--- config.mk ---
export PLATFORM = sky130hd
export DESIGN_NAME = pbal_heads
export DESIGN_NICKNAME = d
export VERILOG_FILES = /design/src/hdl/pbal_heads.sv
export SDC_FILE = /design/constraint.sdc
export NUM_CORES = 1
export LEC_CHECK = 0
export BUFFER_PORTS_ARGS = -buffer_cell sky130_fd_sc_hd__buf_2
export CAP_MARGIN = 20
export CORE_ASPECT_RATIO = 1.4
export CORE_MARGIN = 2
export CORE_UTILIZATION = 55
export DETAILED_ROUTE_END_ITERATION = 10
export PLACE_DENSITY_LB_ADDON = 0.08
export SKIP_CTS_REPAIR_TIMING = 1
export SLEW_MARGIN = 0
export SYNTH_ARGS = -nofsm -noshare
export SYNTH_HDL_FRONTEND = slang
export SYNTH_SLANG_ARGS = --single-unit
--- constraint.sdc ---
create_clock -name i_clk -period 2.2 [get_ports i_clk]
set_input_delay 0.22 -clock i_clk [delete_from_list [all_inputs] [get_ports i_clk]]
set_output_delay 0.22 -clock i_clk [all_outputs]
set_load 0.05 [all_outputs]
--- src/hdl/pbal_heads.sv ---
`timescale 1ns / 1ps
`default_nettype none

module pbal_heads #(
    parameter int POOL_ORDER = 16,
    parameter int MIN_ORDER  = 4
) (
    input  wire logic                                         i_clk,
    input  wire logic                                         i_rst_n,
    input  wire logic                                         i_we,
    input  wire logic [$clog2(POOL_ORDER-MIN_ORDER+1)-1:0]    i_waddr,
    input  wire logic [POOL_ORDER-MIN_ORDER:0]                i_wdata,
    input  wire logic [$clog2(POOL_ORDER-MIN_ORDER+1)-1:0]    i_raddr,
    output logic      [POOL_ORDER-MIN_ORDER:0]                o_rdata,
    input  wire logic [$clog2(POOL_ORDER-MIN_ORDER+1)-1:0]    i_base,
    output logic                                              o_found,
    output logic      [$clog2(POOL_ORDER-MIN_ORDER+1)-1:0]    o_found_ord
);

    localparam int IW   = POOL_ORDER - MIN_ORDER;
    localparam int HW   = IW + 1;
    localparam int NORD = IW + 1;
    localparam int OW   = $clog2(NORD);

    localparam logic [HW-1:0] EMPTY_MARK = {1'b1, {IW{1'b0}}};

    logic [HW-1:0] r_heads [NORD];

    always_ff @(posedge i_clk) begin
        if (!i_rst_n) begin
            for (int i = 0; i < NORD; i++) begin
                r_heads[i] <= (i == NORD - 1) ? '0 : EMPTY_MARK;
            end
        end else if (i_we) begin
            r_heads[i_waddr] <= i_wdata;
        end
    end

    assign o_rdata = r_heads[i_raddr];

    // lowest nonempty order at or above the base order
    always_comb begin
        o_found     = 1'b0;
        o_found_ord = '0;
        for (int i = NORD - 1; i >= 0; i--) begin
            if (OW'(i) >= i_base && !r_heads[i][HW-1]) begin
                o_found     = 1'b1;
                o_found_ord = OW'(i);
            end
        end
    end

endmodule

`default_nettype wire

Word-level counts from Yosys, hierarchy flattened
Memory sizes are Yosys's and may differ from the RTL's.
Cells that the tools add are included.
{"block": "word_totals", "output_inout_bits": 18, "word_cells": 74, "mem_count": 1, "inputBits": 28, "ram_bits": 169, "reg_bits": 0}
{"block": "op_classes", "mux": 33, "order_cmp": 13, "reduce_logical": 27}
{"memory": "r_heads", "depth": 13, "width": 13, "rd": 14, "rd_ports_with_merged_regs": 0, "wr": 13, "line": "27", "source": "logic [HW-1:0] r_heads [NORD];"}
{"op": "4-bit 2-to-1 mux", "n": 14}
{"op": "4-bit greater-or-equal comparator, first input constant", "n": 5}
{"op": "1-bit 2-to-1 mux", "n": 18}
{"op": "3-bit by 4-bit greater-or-equal comparator with 1-bit output, first input constant", "n": 4}
{"op": "1-bit logical AND", "n": 13}
{"op": "1-bit zero test", "n": 13}
{"op": "13-bit 2-to-1 mux", "n": 1}
{"op": "13-bit OR reduction", "n": 1}
{"op": "1-bit by 4-bit greater-or-equal comparator with 1-bit output, first input constant", "n": 2}
{"op": "2-bit by 4-bit greater-or-equal comparator with 1-bit output, first input constant", "n": 2}

Depth between registers and ports, before layout
{"block": "depth", "depth_word": 15, "ltp_mapped": 6, "mapped_depth_nobuf": 4}

Least setup slack after synthesis
OpenSTA, ideal clock, no wires.
{"block": "synth_timing", "kind": "input -> output", "from": "input port i_base[0]", "to": "output port o_found_ord[3]", "path_buffers": 1, "cell_stages": 5, "arrival_time_ns": 2.455, "slack_ns": -0.475, "t_required_ns": 1.980, "cell_sequence": "clkbuf_1 > a21oi_1 > o21ai_0 > nand2_1 > nor4_1"}
{"block": "synth_via", "elab_chain_len": 15, "elab_cells_between_ends": 39, "cone_classes": "order compare (13); mux (13); reduce/logical (13)"}
{"item": "from (decl)", "line": "15", "source": "input wire logic [$clog2(POOL_ORDER-MIN_ORDER+1)-1:0] i_base,"}
{"item": "4-bit greater-or-equal comparator", "line": "46", "source": "if (OW'(i) >= i_base && !r_heads[i][HW-1]) begin"}
{"item": "1-bit logical AND", "line": "46"}
{"item": "4-bit 2-to-1 mux (12 in series)", "line": "46"}
{"item": "4-bit 2-to-1 mux *", "line": "46"}
{"item": "to (decl)", "line": "17", "source": "output logic [$clog2(POOL_ORDER-MIN_ORDER+1)-1:0] o_found_ord"}
Mark *: on every way between the ends. The rest lies on a longest branch, timed or not.

==> key figures <==
Floorplan
  – Rows: 56
  – Die ar.: 0.0183 mm²
  – Die Span Y: 159 µm
  – Boundary Pins: 46
  – Die Wd: 115 µm
  – Initial Utilization: 56.4%
  – Core area: 0.0168 mm²

Clock tree
  – Root Driver: clkbuf_16
  – Clock Tree Buf Depth: 3
  – Clock Pin Slew Worst Setup and Hold Paths: 0.06 ns
  – Htree depth: 1
  – CTS buffer count: 20
  – CTS Sinks: 208
  – CTS tree: done

Synthesis
  – Post-synthesis mux area share: 15.4%
  – Simple-Gate Fraction of Synth Area: 13.8%
  – Synth Area in Compound Gates: 2.70%
  – Synthesized cell area: 0.00949 mm²
  – Synth top area share: 65.8%
  – Post-synthesis adder-cell area fraction: 0%
  – Top_reg_cell synth: edfxtp_1
  – Sequential area share after synthesis: 65.8%
  – Syn avg cell area: 16.4 µm²
  – Fraction of synthesized cell area in xor and xnor cells: 0%
  – Synth warnings: 0
  – Area leader, netlist: edfxtp_1
  – Post-synth ARST share: 0%
  – Netlist cell types: 34
  – Net count after synthesis: 606
  – Largest family of logic cells by synthesized area: multiplexers
  – Synth Instances: 578
  – Post-synth EDFFs: 208
  – Synth area leaders: edfxtp_1 66%, mux4_2 15%, and2_1 10%
  – Synthesized flop and latch total: 208

Worst hold path
  – WHS Path Cells: 1
  – WHS Endpoint: r_heads[15][7]
  – Hold Path Class: in2reg
  – Startpoint of the worst hold path: i_wdata[7]

Detailed routing
  – Vias per cell: 6.12
  – Routed len/inst: 27.1 µm
  – Antenna-violating nets left: 0
  – Via count: 5,294
  – Starting DRT DRC Count: 542
  – # DRC: 0
  – Drt first pass iters: 7
  – Routed WL: 23,400 µm

Setup path
  – Crit Path Class: reg2out
  – Crit path from: r_heads[9][12]
  – Critical Path RT: 1.98 ns
  – Critical Path Sink Type: output port
  – Kind of launch point of the worst setup path: flop
  – Worst-path fanout max: 5
  – Critical path arrival: 2.10 ns

Power and ir drop
  – Overall Power: 8980 µW
  – Clk pwr share: 37.5%
  – Comb power frac: 11.1%
  – Int Pwr: 6930 µW
  – Peak supply drop: 0.000672 V
  – Pwr/cell area: 817 mW/mm²
  – Switching share of total power: 22.8%
  – Leak: 0.00384 µW
  – Proportion of power drawn by flip-flops and latches: 51.4%
  – Sw Pwr: 2050 µW

Layout
  – Area Overhead vs Synth: 15.8%
  – Final core utilization: 65.3%
  – Number of flip-flops under the largest register name: 208
  – Layout cells sized above 1: 29.5%
  – Fin nets: 674
  – Biggest regs: r_heads (208)
  – Fillers: 1,202
  – Top reg by flops: r_heads

Timing
  – Final hold violations: 0
  – Slew margin rel.: 68.0%
  – Least-Margin Pin Slew: 0.479 ns
  – Setup tns final: -0.810 ns
  – Endpoints failing setup: 15
  – Final min period: 2.32 ns
  – Fin. max-slew vios: 0
  – Final worst setup slack: -0.116 ns
  – RSZ-0062 raised after global routing: true
  – Period utilization: 105%
  – Fmax achieved: 0.432 GHz

Place
  – GP Congestion: 0.809
  – # port buffers: 45
  – Hpwl dp: 14,800 µm

Global routing
  – Initial antenna violation count: 1
  – Vias in the first global route: 5,629
  – Largest net degree at the start of global routing: 25
  – Global route total overflow: 0
  – First-pass GRT wire length: 35,300 µm
  – Tot GR Track Use: 26.7%

Run
  – Max-capacitance violation count: 0

Run status
  – Failing checks: setup timing
  – Status: complete, but fails checks
## worst max-delay path, cell delays in order (launching register included)
cell and delay [ns]:
edfxtp_1 0.45, mux4_2 0.47, mux4_2 0.51, buf_6 0.18
## metrics by stage
step | worst slack [ns] | cells | hold WS, ns | cell area (µm²)
detailed placement | 0.0520 | 822 | 0.591 | 10200
CTS | -0.187 | 858 | 0.0817 | 10800
finish | -0.116 | 865 | 0.0960 | 11000
global placement | 0.0673 | 822 | 0.575 | 10200
global route | -0.159 | 863 | 0.107 | 11000
floorplan | 0.0669 | 578 | 0.319 | 9500
## per-layer routing
| layer | up-vias | global-route usage (%) | part of all wire [%] |
|---|---|---|---|
| met5 | - | 0 | 0 |
| met4 | 0 | 8.65 | 2.6 |
| met3 | 42 | 4.76 | 7.2 |
| met2 | 223 | 44.5 | 52 |
| met1 | 2684 | 35.9 | 38 |
| li1 | 2345 | - | - |
## synth_stat cells (2+ instances only)
cell and count:
a21o_1 3, a21oi_1 7, a22o_1 2, a22oi_1 3, a31o_2 2, a31oi_1 3, and2_1 157, buf_4 5
clkbuf_1 40, edfxtp_1 208, mux4_2 65, nand2_1 4, nand2b_1 14, nand4_1 2, nand4b_1 3, nor2_1 14
nor3_1 5, o21a_1 2, o21ai_0 12, o22ai_1 2, or2_2 2, or3_1 11
## power by group through the flow
stage	clock, µW	combinational, µW	sequential, µW
floorplan	0	613	4670
global placement	0	912	4690
detailed placement	0	925	4700
CTS	3420	929	4620
global route	3580	1040	4630
finish	3370	993	4610
## layout by cell type, fill, tap and decap left out, drive strengths merged, types with 10 or more instances in the layout
master / instances
nor2: 14
clkbuf: 25
or3: 11
mux4: 65
clkinv: 10
and2: 157
nand2b: 14
edfxtp: 208
buf: 92
o21ai: 12
## cell families (layout without fill, tap and decap cells)
| family | after synthesis | after routing |
|---|---|---|
| multiplexers | 65 | 65 |
| AND/OR/NAND/NOR | 216 | 216 |
| buffers and inverters | 49 | 131 |
| AO/OA/AOI/OAI | 40 | 40 |
| flip-flops | 208 | 208 |
| other | 0 | 2 |
## layout make-up
class	instances	area, µm²	share of cell area, %
timing repair buffer	94	787	7.16
inverter	1	3.75	0.0342
tap	203	254	2.31
clock inverter	13	110	1.00
clock buffer	23	533	4.85
multi-input combinational	321	3050	27.7
sequential	208	6250	56.9
antenna	2	5.00	0.0456
## worst max-delay path by stage
| stage | to | cells past startpoint |
|---|---|---|
| global route | o_rdata[12] | 3 |
| floorplan | r_heads[4][0] | 3 |
| finish | o_rdata[12] | 3 |
| CTS | o_rdata[12] | 3 |
| detailed placement | o_rdata[5] | 5 |
| global placement | o_rdata[5] | 5 |
(Power assumes the default switching activity.)
