**config.mk**
```make
export PLATFORM = sky130hd
export DESIGN_NAME = pbal_ram
export DESIGN_NICKNAME = d
export VERILOG_FILES = /design/src/hdl/pbal_ram.sv
export SDC_FILE = /design/constraint.sdc
export NUM_CORES = 1
export LEC_CHECK = 0
export ABC_AREA = 1
export BUFFER_PORTS_ARGS = -buffer_cell sky130_fd_sc_hd__buf_2
export CAP_MARGIN = 5
export CORE_MARGIN = 8
export CORE_UTILIZATION = 57
export CTS_BUF_LIST = sky130_fd_sc_hd__clkbuf_4
export CTS_CLUSTER_SIZE = 8
export DETAILED_ROUTE_END_ITERATION = 8
export PLACE_DENSITY = 0.76
export SYNTH_ARGS = -nofsm -noshare
export SYNTH_HDL_FRONTEND = slang
export SYNTH_SLANG_ARGS = --single-unit
```
**constraint.sdc**
```tcl
create_clock -name i_clk -period 1 [get_ports i_clk]
set_clock_uncertainty 0.05 [all_clocks]
set_input_delay 0.05 -clock i_clk [delete_from_list [all_inputs] [get_ports i_clk]]
set_output_delay 0.05 -clock i_clk [all_outputs]
set_load 0.05 [all_outputs]
```
**src/hdl/pbal_ram.sv**
```systemverilog
`timescale 1ns / 1ps
`default_nettype none

module pbal_ram #(
    parameter int WIDTH = 8,
    parameter int DEPTH = 16
) (
    input  wire logic                     i_clk,
    input  wire logic                     i_we,
    input  wire logic [$clog2(DEPTH)-1:0] i_waddr,
    input  wire logic [WIDTH-1:0]         i_wdata,
    input  wire logic                     i_re,
    input  wire logic [$clog2(DEPTH)-1:0] i_raddr,
    output logic      [WIDTH-1:0]         o_rdata
);

    logic [WIDTH-1:0] r_mem [DEPTH];

    always_ff @(posedge i_clk) begin
        if (i_we) begin
            r_mem[i_waddr] <= i_wdata;
        end
        if (i_re) begin
            o_rdata <= r_mem[i_raddr];
        end
    end

endmodule

`default_nettype wire

```
Word-level counts from Yosys, hierarchy flattened
Memories as Yosys holds them, arrays and structs flattened. A register that Yosys moved wholly into a read port is not among the register bits.
Cells that the tools add are included.
{ "word_totals": {"register_bits": 0, "ramBits": 128, "inputBits": 19, "out_inout_bits": 8, "elab_cells": 3, "n_memories": 1} }
{ "mem_list": {"columns": ["memory", "depth", "word_bits", "rd", "rd_ports_with_merged_regs", "write_ports", "line_no", "rtl"], "rows": [
  ["r_mem", 16, 8, 1, 1, 1, "17", "logic [WIDTH-1:0] r_mem [DEPTH];"]
]} }
{ "op_classes": {"n_mux": 2} }
{ "op_table": {"columns": ["operator", "count"], "rows": [
  ["2-to-1 mux 1 bit", 2]
]} }

Logic depth before layout (Yosys ltp)
Gate-level depths: netlist of the first run.
{ "depth": {"word_depth": 2, "mapped_depth": 8, "mapped_depth_nobuf": 7} }

Worst setup path after synthesis of the first run
No wires, ideal clock.
{ "synth_path": {"kind": "input port to flip-flop", "from": "input port i_waddr[3]", "to": "memory r_mem[4][0] (enable)", "setup_ns": 0.370, "t_arrival_ns": 0.631, "required_ns": 0.580, "setup_slack_ns": -0.051, "stages": 2, "path_buffers": 0, "cell_sequence": "nand3b_1 -> nor2_1"} }
{ "synth_rtl": {"columns": ["element", "line_no", "rtl"], "rows": [
  ["from (decl)", "10", "input wire logic [$clog2(DEPTH)-1:0] i_waddr,"],
  ["to (decl)", "17", null]
]} }
Straight into the memory's write port.

Worst setup path after layout of the first run
{ "layout_path": {"from": "register o_rdata[1] (read register of r_mem)", "to": "output port o_rdata[1]"} }
{ "layout_rtl": {"columns": ["element", "line_no", "rtl"], "rows": [
  ["from (decl)", "14", "output logic [WIDTH-1:0] o_rdata"]
]} }
No word-level cell between the ends.

==> impl_metrics.ini, run 1 <==
[status]
status = finished, violations left
violations = negative setup slack

[timing]
slew_viol_final = 0
finalCritPeriodShare_pct = 128
finalHoldViolations = 0
period_needed_ns = 1.28
setup_viol = 16
timing.fmax_ghz = 0.783
worstMarginPinSlew_ns = 0.756
rsz0062_at_grt = yes
postLayoutSetupSlackWorst_ns = -0.276
setup_tns_ns = -2.84
slew_headroom_pct = 49.5

[cts]
root_buffer = clkbuf_4
clkTransAtPathRegs_ns = 0.12
clkSinkCount = 136
cts_tree = built
cts_buffers = 17
cts_setup_buffers = 0
cts_max_path_buffers = 2
clock_latency_ns = 0.53
htree_levels = 4

[grt]
overflow = 0
grt_util_met2_pct = 35.1
grt_use_total_pct = 21.5
gr-usage-met1_pct = 25.6
grt_start_max_net_pins = 35
antenna_found_initial = 0
first_global_vias = 4146
grt_pass1_wl_mm = 21.1
met3_usage_pct = 5.59
top_usage_layer = met2

[setup_path]
startpoint_type = register
critPathRequiredTime_ns = 0.90
critPathSlowestCell = edfxtp_1
crit_buf_inv = 1
critPathMaxFanout = 1
r2r_cells = 6
arrival_ns = 1.18
startpoint = o_rdata[1]
r2r-start = r_mem[3][0]
max_stage_delay_ns = 0.46
end_kind = output port
path_cells = buf_6
critPathKind = reg -> out
cp.depth = 1
critPathTopFamily = flip-flops

[die]
rows = 37
initial_utilization_pct = 57.7
ios = 27
coreArea_um2 = 10100
die_h_um = 117
die_x_um = 117
die-area_um2 = 13800

[routing]
vias = 3997
drt_iter0_drc = 417
drcViolationCount = 0
dr.pass1.iters = 5
routed_wire_length_per_instance_um = 18.0
avgViaCountPerCell = 5.29
wirelength_mm = 13.6
final_antenna_net_count = 0

[final_layout]
final_cell_mix = nand2_1, edfxtp_1, inv_1
fin_nets = 625
antennaDiodeCount = 0
syn2layout_area_growth_pct = 19.3
mostFrequentLayoutCell = nand2_1
n_fill_cell = 743
layout-drive-gt1-share_pct = 23.7

[worst_hold_path]
hold_path.class = in -> reg
worstHoldStart = i_raddr[2]
min_path_cells = 6

[yosys]
synth_top_cell_by_area = edfxtp_1
ys_seq_area_share_pct = 69.8
ys_seq_elements = 136
synth_top_area_share_pct = 69.8
syn_inst = 551
ys_warn_count = 0
synth_area_um2 = 5850
syn-mean-instance-area_um2 = 10.6
synth_area_leaders = edfxtp_1, nand2_1, nand3_1
yosysUniqueCellTypes = 11
syn-num-nets = 570

[placed_design]
hpwlAfterDp_mm = 8.29
io_buffers = 26
place.gp.congestion = 0.904
pre_cts_ws_ns = -0.349

[flow_run]
maxCapViolations = 0

[pwr]
power_density_nw_per_um2 = 1610
total_leakage_power_nw = 3.00
ir_drop_mv = 0.930
[worst min-delay path: cells and delay by family]
family	cells	cell delay, ns
and+or+nand+nor	3	0.21
buffers and inverters	3	0.34
[cells in the mapped netlist (all sizes together)]
| cell type | number |
|---|---|
| nand3 | 97 |
| nor2 | 17 |
| edfxtp | 136 |
| nand3b | 2 |
| buf | 24 |
| nand2 | 173 |
| inv | 102 |
[cell families (layout without fill, tap and decap cells)]
group                  count (synthesis)  after routing  share of synthesized area [%]
buffers and inverters                126            194                           9.39
DFF                                  136            136                           69.8
and+or+nand+nor                      289            289                           20.8
[metal layers]
metal | share of wire, % | up-vias | routed length [um]
met5 | 0 | - | 0
met4 | 3.3 | 0 | 455
met3 | 7.0 | 35 | 958
met2 | 49 | 172 | 6640
met1 | 41 | 1891 | 5540
li1 | - | 1899 | -
[flip-flops by register name, indices dropped and copies added (netlist names)]
register and cells:
r_mem 128, o_rdata 8
[power by group]
| group | switching (mW) | leakage, nW | total [mW] | internal, mW |
|---|---|---|---|---|
| Clock | 1.95 | 0.153 | 3.68 | 1.73 |
| Sequential | 0.0441 | 1.24 | 6.46 | 6.41 |
| Combinational | 0.723 | 1.62 | 1.07 | 0.348 |
[timing repair]
action / 4_1_cts / 5_1_grt
pin swaps: 44 / 29
endpoints found under the hold margin: 140 / 0
endpoints found under the setup margin: 16 / 16
hold buffers: 10 / 0
gates resized for setup: 49 / 29
[cell type report]
| type | instances | area [um^2] | area share (%) |
|---|---|---|---|
| Clock buffer | 18 | 135 | 1.94 |
| Clock inverter | 14 | 158 | 2.26 |
| Inverter | 102 | 383 | 5.49 |
| Multi-Input combinational cell | 289 | 1510 | 21.6 |
| Sequential cell | 136 | 4080 | 58.6 |
| Tap cell | 136 | 170 | 2.44 |
| Timing Repair Buffer | 60 | 536 | 7.68 |
[path summary, 6_finish.rpt]
kind | slack [ns] | end
min reg2reg | 0.71 | o_rdata[3]
max reg2reg | -0.18 | o_rdata[0]
min | 0.11 | o_rdata[3]
max | -0.28 | o_rdata[1]
[metrics by stage]
stage	power, mW	util (%)	hold slack, ns	area (um^2)	cells
3_5_place_dp	7.48	61.6	0.375	6240	713
6_report	11.2	68.8	0.108	6970	755
3_3_place_gp	7.44	61.6	0.366	6240	713
4_1_cts	11.2	67.5	0.0697	6850	755
2_1_floorplan	7.12	-	0.0989	5850	551
5_1_grt	11.6	68.8	0.0968	6970	755
(Power assumes the default switching activity.)
==> run 2, diff against run 1 <==
--- a/config.mk
+++ b/config.mk
@@ -9,11 +9,11 @@
 export BUFFER_PORTS_ARGS = -buffer_cell sky130_fd_sc_hd__buf_2
 export CAP_MARGIN = 5
 export CORE_MARGIN = 8
-export CORE_UTILIZATION = 57
+export CORE_UTILIZATION = 45
 export CTS_BUF_LIST = sky130_fd_sc_hd__clkbuf_4
 export CTS_CLUSTER_SIZE = 8
 export DETAILED_ROUTE_END_ITERATION = 8
-export PLACE_DENSITY = 0.76
+export PLACE_DENSITY = 0.62
 export SYNTH_ARGS = -nofsm -noshare
 export SYNTH_HDL_FRONTEND = slang
 export SYNTH_SLANG_ARGS = --single-unit
==> run 2 against run 1 <==
The flow still finishes with violations (negative setup slack). Clock power hardly changed. Fmax is 1.4% lower. Sequential share of layout area is 0.98 points lower. Combinational power hardly changed. Global-route usage is 3.5 points lower. Worst hold slack worse by 0.032 ns. Critical path depth stayed put. Critical endpoint is now o_rdata[0]. Highest routed layer unchanged.
==> impl_metrics.ini, run 2 (synthesized netlist as in run 1, its figures left out) <==
[status]
status = finished, violations left
violations = negative setup slack

[cts]
cts_tree = built
cts_buffers = 17
clkSinkCount = 136
clock_latency_ns = 0.54
htree_levels = 4
root_buffer = clkbuf_4
clkTransAtPathRegs_ns = 0.12
cts_max_path_buffers = 2

[die]
initial_utilization_pct = 46.1
rows = 41
coreArea_um2 = 12700
die_h_um = 130
ios = 27
die-area_um2 = 16900
die_x_um = 130

[setup_path]
crit_buf_inv = 1
r2r_cells = 6
max_stage_delay_ns = 0.46
arrival_ns = 1.19
critPathMaxFanout = 1
critPathKind = reg -> out
startpoint = o_rdata[0]
startpoint_type = register
end_kind = output port
critPathSlowestCell = edfxtp_1
critPathCapture = o_rdata[0]
path_cells = buf_6
r2r_end = o_rdata[6]
r2r-start = r_mem[7][6]
cp.depth = 1
worst-r2r-setup-slack_ns = -0.16
critPathRequiredTime_ns = 0.90
critPathTopFamily = flip-flops

[final_layout]
final_cells = 801
mostFrequentLayoutCell = nand2_1
layout-drive-gt1-share_pct = 24.4
regMostFlops = r_mem
final_cell_mix = nand2_1, edfxtp_1, inv_1
fin_nets = 633
fin_area_um2 = 7090
largest_register_ffs = 128
top_regs = r_mem x128, o_rdata x8
syn2layout_area_growth_pct = 21.3

[timing]
setup_viol = 16
rsz0062_at_grt = yes
slew_viol_final = 0
slew_headroom_pct = 72.0
worstMarginPinSlew_ns = 0.420
postLayoutSetupSlackWorst_ns = -0.294
timing.fmax_ghz = 0.773
hold_ws_ns = 0.0762
period_needed_ns = 1.29
finalCritPeriodShare_pct = 129
finalHoldViolations = 0

[routing]
drcViolationCount = 0
routed_wire_length_per_instance_um = 17.5
vias = 4018
avgViaCountPerCell = 5.02
wirelength_mm = 14.0
drt_iter0_drc = 352
dr.pass1.iters = 5
final_antenna_net_count = 0

[pwr]
netSwitchingFraction_pct = 24.6
power_mw = 11.2
intPower_mw = 8.47
total_leakage_power_nw = 3.04
power_density_nw_per_um2 = 1580
seqPwrFrac_pct = 57.5
clkPwrFrac_pct = 32.7
ir_drop_mv = 0.946
pwr-share-comb_pct = 9.8
switchingPower_mw = 2.76

[grt]
overflow = 0
grt_pass1_wl_mm = 21.9
grt_start_max_net_pins = 46
antenna_found_initial = 1
grt_use_total_pct = 18.0
first_global_vias = 4032

[placed_design]
place.gp.congestion = 0.861
dpl.cell_count = 756
hpwlAfterDp_mm = 8.83
io_buffers = 26
place_area_um2 = 6350

[worst_hold_path]
hold_path.class = in -> reg

[flow_run]
maxCapViolations = 0
==> run 2: power groups by stage <==
stage	clock network (mW)	logic (mW)	registers (mW)
after floorplan	0	0.452	6.67
after detailed placement	0	0.936	6.58
after global placement	0	0.920	6.58
after global routing	3.99	1.19	6.47
final	3.67	1.10	6.46
after CTS	3.78	1.06	6.46
==> run 2: how the worst min path moves through the flow <==
stage,startpoint,to,slack (ns),depth (start not counted)
after floorplan,i_wdata[0],r_mem[0][0],0.1,0
after global routing,i_we,r_mem[1][6],0.07,4
after CTS,i_we,r_mem[1][4],0.003,4
final,i_we,r_mem[1][4],0.08,4
after detailed placement,i_re,o_rdata[3],0.38,1
after global placement,i_re,o_rdata[3],0.38,1
==> run 2: metrics by stage <==
step	worst slack [ns]	TNS [ns]	util, %
after floorplan	-0.0508	-4.12	-
after CTS	-0.357	-3.41	55.0
final	-0.294	-2.81	56.0
after global placement	-0.272	-11.78	50.1
after global routing	-0.355	-3.85	56.0
after detailed placement	-0.282	-13.33	50.1
==> run 2: layer usage <==
| metal | up-vias | share of wire, % | GRT usage, % | wire, um |
|---|---|---|---|---|
| met2 | 111 | 49 | 29.2 | 6930 |
| met3 | 19 | 4.6 | 5.06 | 651 |
| li1 | 1912 | - | - | - |
| met1 | 1976 | 44 | 22.3 | 6210 |
| met4 | 0 | 1.7 | 7.10 | 244 |
| met5 | - | 0 | 0 | 0 |
==> run 2: area by class of cell <==
cell class,count,area (um^2)
repair buffers,68,611
fillers,1125,5580
flip-flops and latches,136,4080
diodes,2,5.00
clock buffers,17,128
well taps,172,215
inverters,102,383
clock inverters,15,159
multi-input cells,289,1510
==> run 2: repair_timing <==
item,CTS,global route
hold buffers,11,0
endpoints found under the setup margin,16,16
setup buffers,0,0
gates resized for setup,49,30
pin swaps,27,28
endpoints found under the hold margin,143,0
==> run 3, diff against run 2 <==
--- a/config.mk
+++ b/config.mk
@@ -13,7 +13,8 @@
 export CTS_BUF_LIST = sky130_fd_sc_hd__clkbuf_4
 export CTS_CLUSTER_SIZE = 8
 export DETAILED_ROUTE_END_ITERATION = 8
-export PLACE_DENSITY = 0.62
+export PLACE_DENSITY = 0.59
+export RECOVER_POWER = 50
 export SYNTH_ARGS = -nofsm -noshare
 export SYNTH_HDL_FRONTEND = slang
 export SYNTH_SLANG_ARGS = --single-unit
==> constraint.sdc (replaced) <==
create_clock -name i_clk -period 1.4 [get_ports i_clk]
set_clock_uncertainty 0.05 [all_clocks]
set_input_delay 0.07 -clock i_clk [delete_from_list [all_inputs] [get_ports i_clk]]
set_output_delay 0.07 -clock i_clk [all_outputs]
set_load 0.05 [all_outputs]
==> run 3 against run 2 <==
Count of clock-buffer cells in the layout rose by 4. Utilization fell by 3.6 points. Global-route usage fell by 0.39 points. Cell count fell by 1.0%. Worst hold slack improved by 0.12 ns. Setup slack improved by 0.36 ns. Sequential power fell by 29%. The run now ends clean. Cell area fell by 6.4%. Sequential share of layout area rose by 3.9 points.
==> impl_metrics.ini, run 3 (synthesized netlist as in run 1, its figures left out) <==
[status]
status = finished, final reports clean

[setup_path]
arrival_ns = 1.22
crit_buf_inv = 1
critPathKind = reg -> out
startpoint_type = register
path_cells = buf_2
end_kind = output port
critPathTopFamily = flip-flops
critPathRequiredTime_ns = 1.28
critPathMaxFanout = 1
critPathSlowestCell = edfxtp_1
max_stage_delay_ns = 0.39

[final_layout]
final_cells = 793
largest_register_ffs = 128
syn2layout_area_growth_pct = 13.6
layout-drive-gt1-share_pct = 9.19
mostFrequentLayoutCell = nand2_1
top_regs = r_mem x128, o_rdata x8
fin_nets = 626
final_cell_mix = nand2_1, edfxtp_1, inv_1
final_util_pct = 52.4
regMostFlops = r_mem

[routing]
final_antenna_net_count = 0
wirelength_mm = 14.0
vias = 3938
dr.pass1.iters = 5
drt_iter0_drc = 455
drcViolationCount = 0
avgViaCountPerCell = 4.97
routed_wire_length_per_instance_um = 17.7

[cts]
cts_buffers = 17
cts_max_path_buffers = 2
cts_tree = built
root_buffer = clkbuf_4
clkSinkCount = 136
htree_levels = 4
clock_latency_ns = 0.55
clkTransAtPathRegs_ns = 0.11

[die]
ios = 27
die_x_um = 130
initial_utilization_pct = 46.1
coreArea_um2 = 12700
rows = 41
die-area_um2 = 16900
die_h_um = 130

[timing]
timing.fmax_ghz = 0.748
slew_headroom_pct = 42.7
finalCritPeriodShare_pct = 95.5
worstMarginPinSlew_ns = 0.860
slew_viol_final = 0
rsz0062_at_grt = no
finalHoldViolations = 0
period_needed_ns = 1.34
setup_tns_ns = 0
setup_viol = 0

[pwr]
total_leakage_power_nw = 2.81
power_density_nw_per_um2 = 1240
ir_drop_mv = 0.710
power_mw = 8.26

[grt]
grt_use_total_pct = 17.6
overflow = 0
grt_pass1_wl_mm = 21.4
grt_start_max_net_pins = 43
antenna_found_initial = 1
first_global_vias = 3807

[placed_design]
dpl.cell_count = 749
io_buffers = 26
hpwlAfterDp_mm = 8.68
place.gp.congestion = 0.849

[flow_run]
maxCapViolations = 0

[worst_hold_path]
hold_path.class = in -> reg
## run 3: per-layer routing
layer / vias up / share of wire, % / GRT usage (%)
met3: 27 / 5.9 / 4.32
met1: 1887 / 45 / 23.0
li1: 1896 / - / -
met4: 0 / 2.0 / 7.45
met5: - / 0 / 0
met2: 128 / 47 / 27.4
## run 3: final cells by class
type                            count  area [um^2]
Timing Repair Buffer               61          407
Multi-Input combinational cell    289         1210
Sequential cell                   136         4080
Tap cell                          172          215
Antenna cell                        1         2.50
Inverter                          102          383
Clock buffer                       21          158
Clock inverter                     11          178
Fill cell                        1156         6030
## run 3: report_power, final
part | total, mW | leakage, nW | internal [mW] | switching [mW]
registers | 4.61 | 1.24 | 4.58 | 0.0289
logic | 0.658 | 1.40 | 0.189 | 0.469
clock network | 2.99 | 0.178 | 1.65 | 1.34
total | 8.26 | 2.81 | 6.42 | 1.84
## run 3: stage by stage
step	setup WS [ns]	hold WS, ns	area [um^2]
final	0.0634	0.192	6640
after detailed placement	0.0133	0.400	6260
after CTS	0.000115	0.0770	6700
after global routing	0.00664	0.227	6640
after floorplan	0.329	0.119	5850
after global placement	0.0478	0.405	6260
## run 3: what timing repair did
item	4_1_cts	5_1_grt
buffers inserted	0	0
hold buffers	11	0
resized for setup	0	4
setup endpoints to repair	0	2
endpoints found under the hold margin	144	0
## run 3: worst reg2reg max path, delay by kind of cell, from the launching register on
| family | cells | cell delay, ns |
|---|---|---|
| AND/OR/NAND/NOR | 5 | 0.48 |
| flip-flops | 1 | 0.39 |
| buffers and inverters | 1 | 0.07 |
## run 3: final timing paths
kind	from	to	slack [ns]	cells past startpoint
worst max register to register	r_mem[12][6]	o_rdata[6]	0.19	6
worst min-delay path	i_raddr[1]	o_rdata[6]	0.19	6
worst min register to register	r_mem[0][4]	o_rdata[4]	0.72	6
worst max-delay path	o_rdata[6]	o_rdata[6]	0.06	1
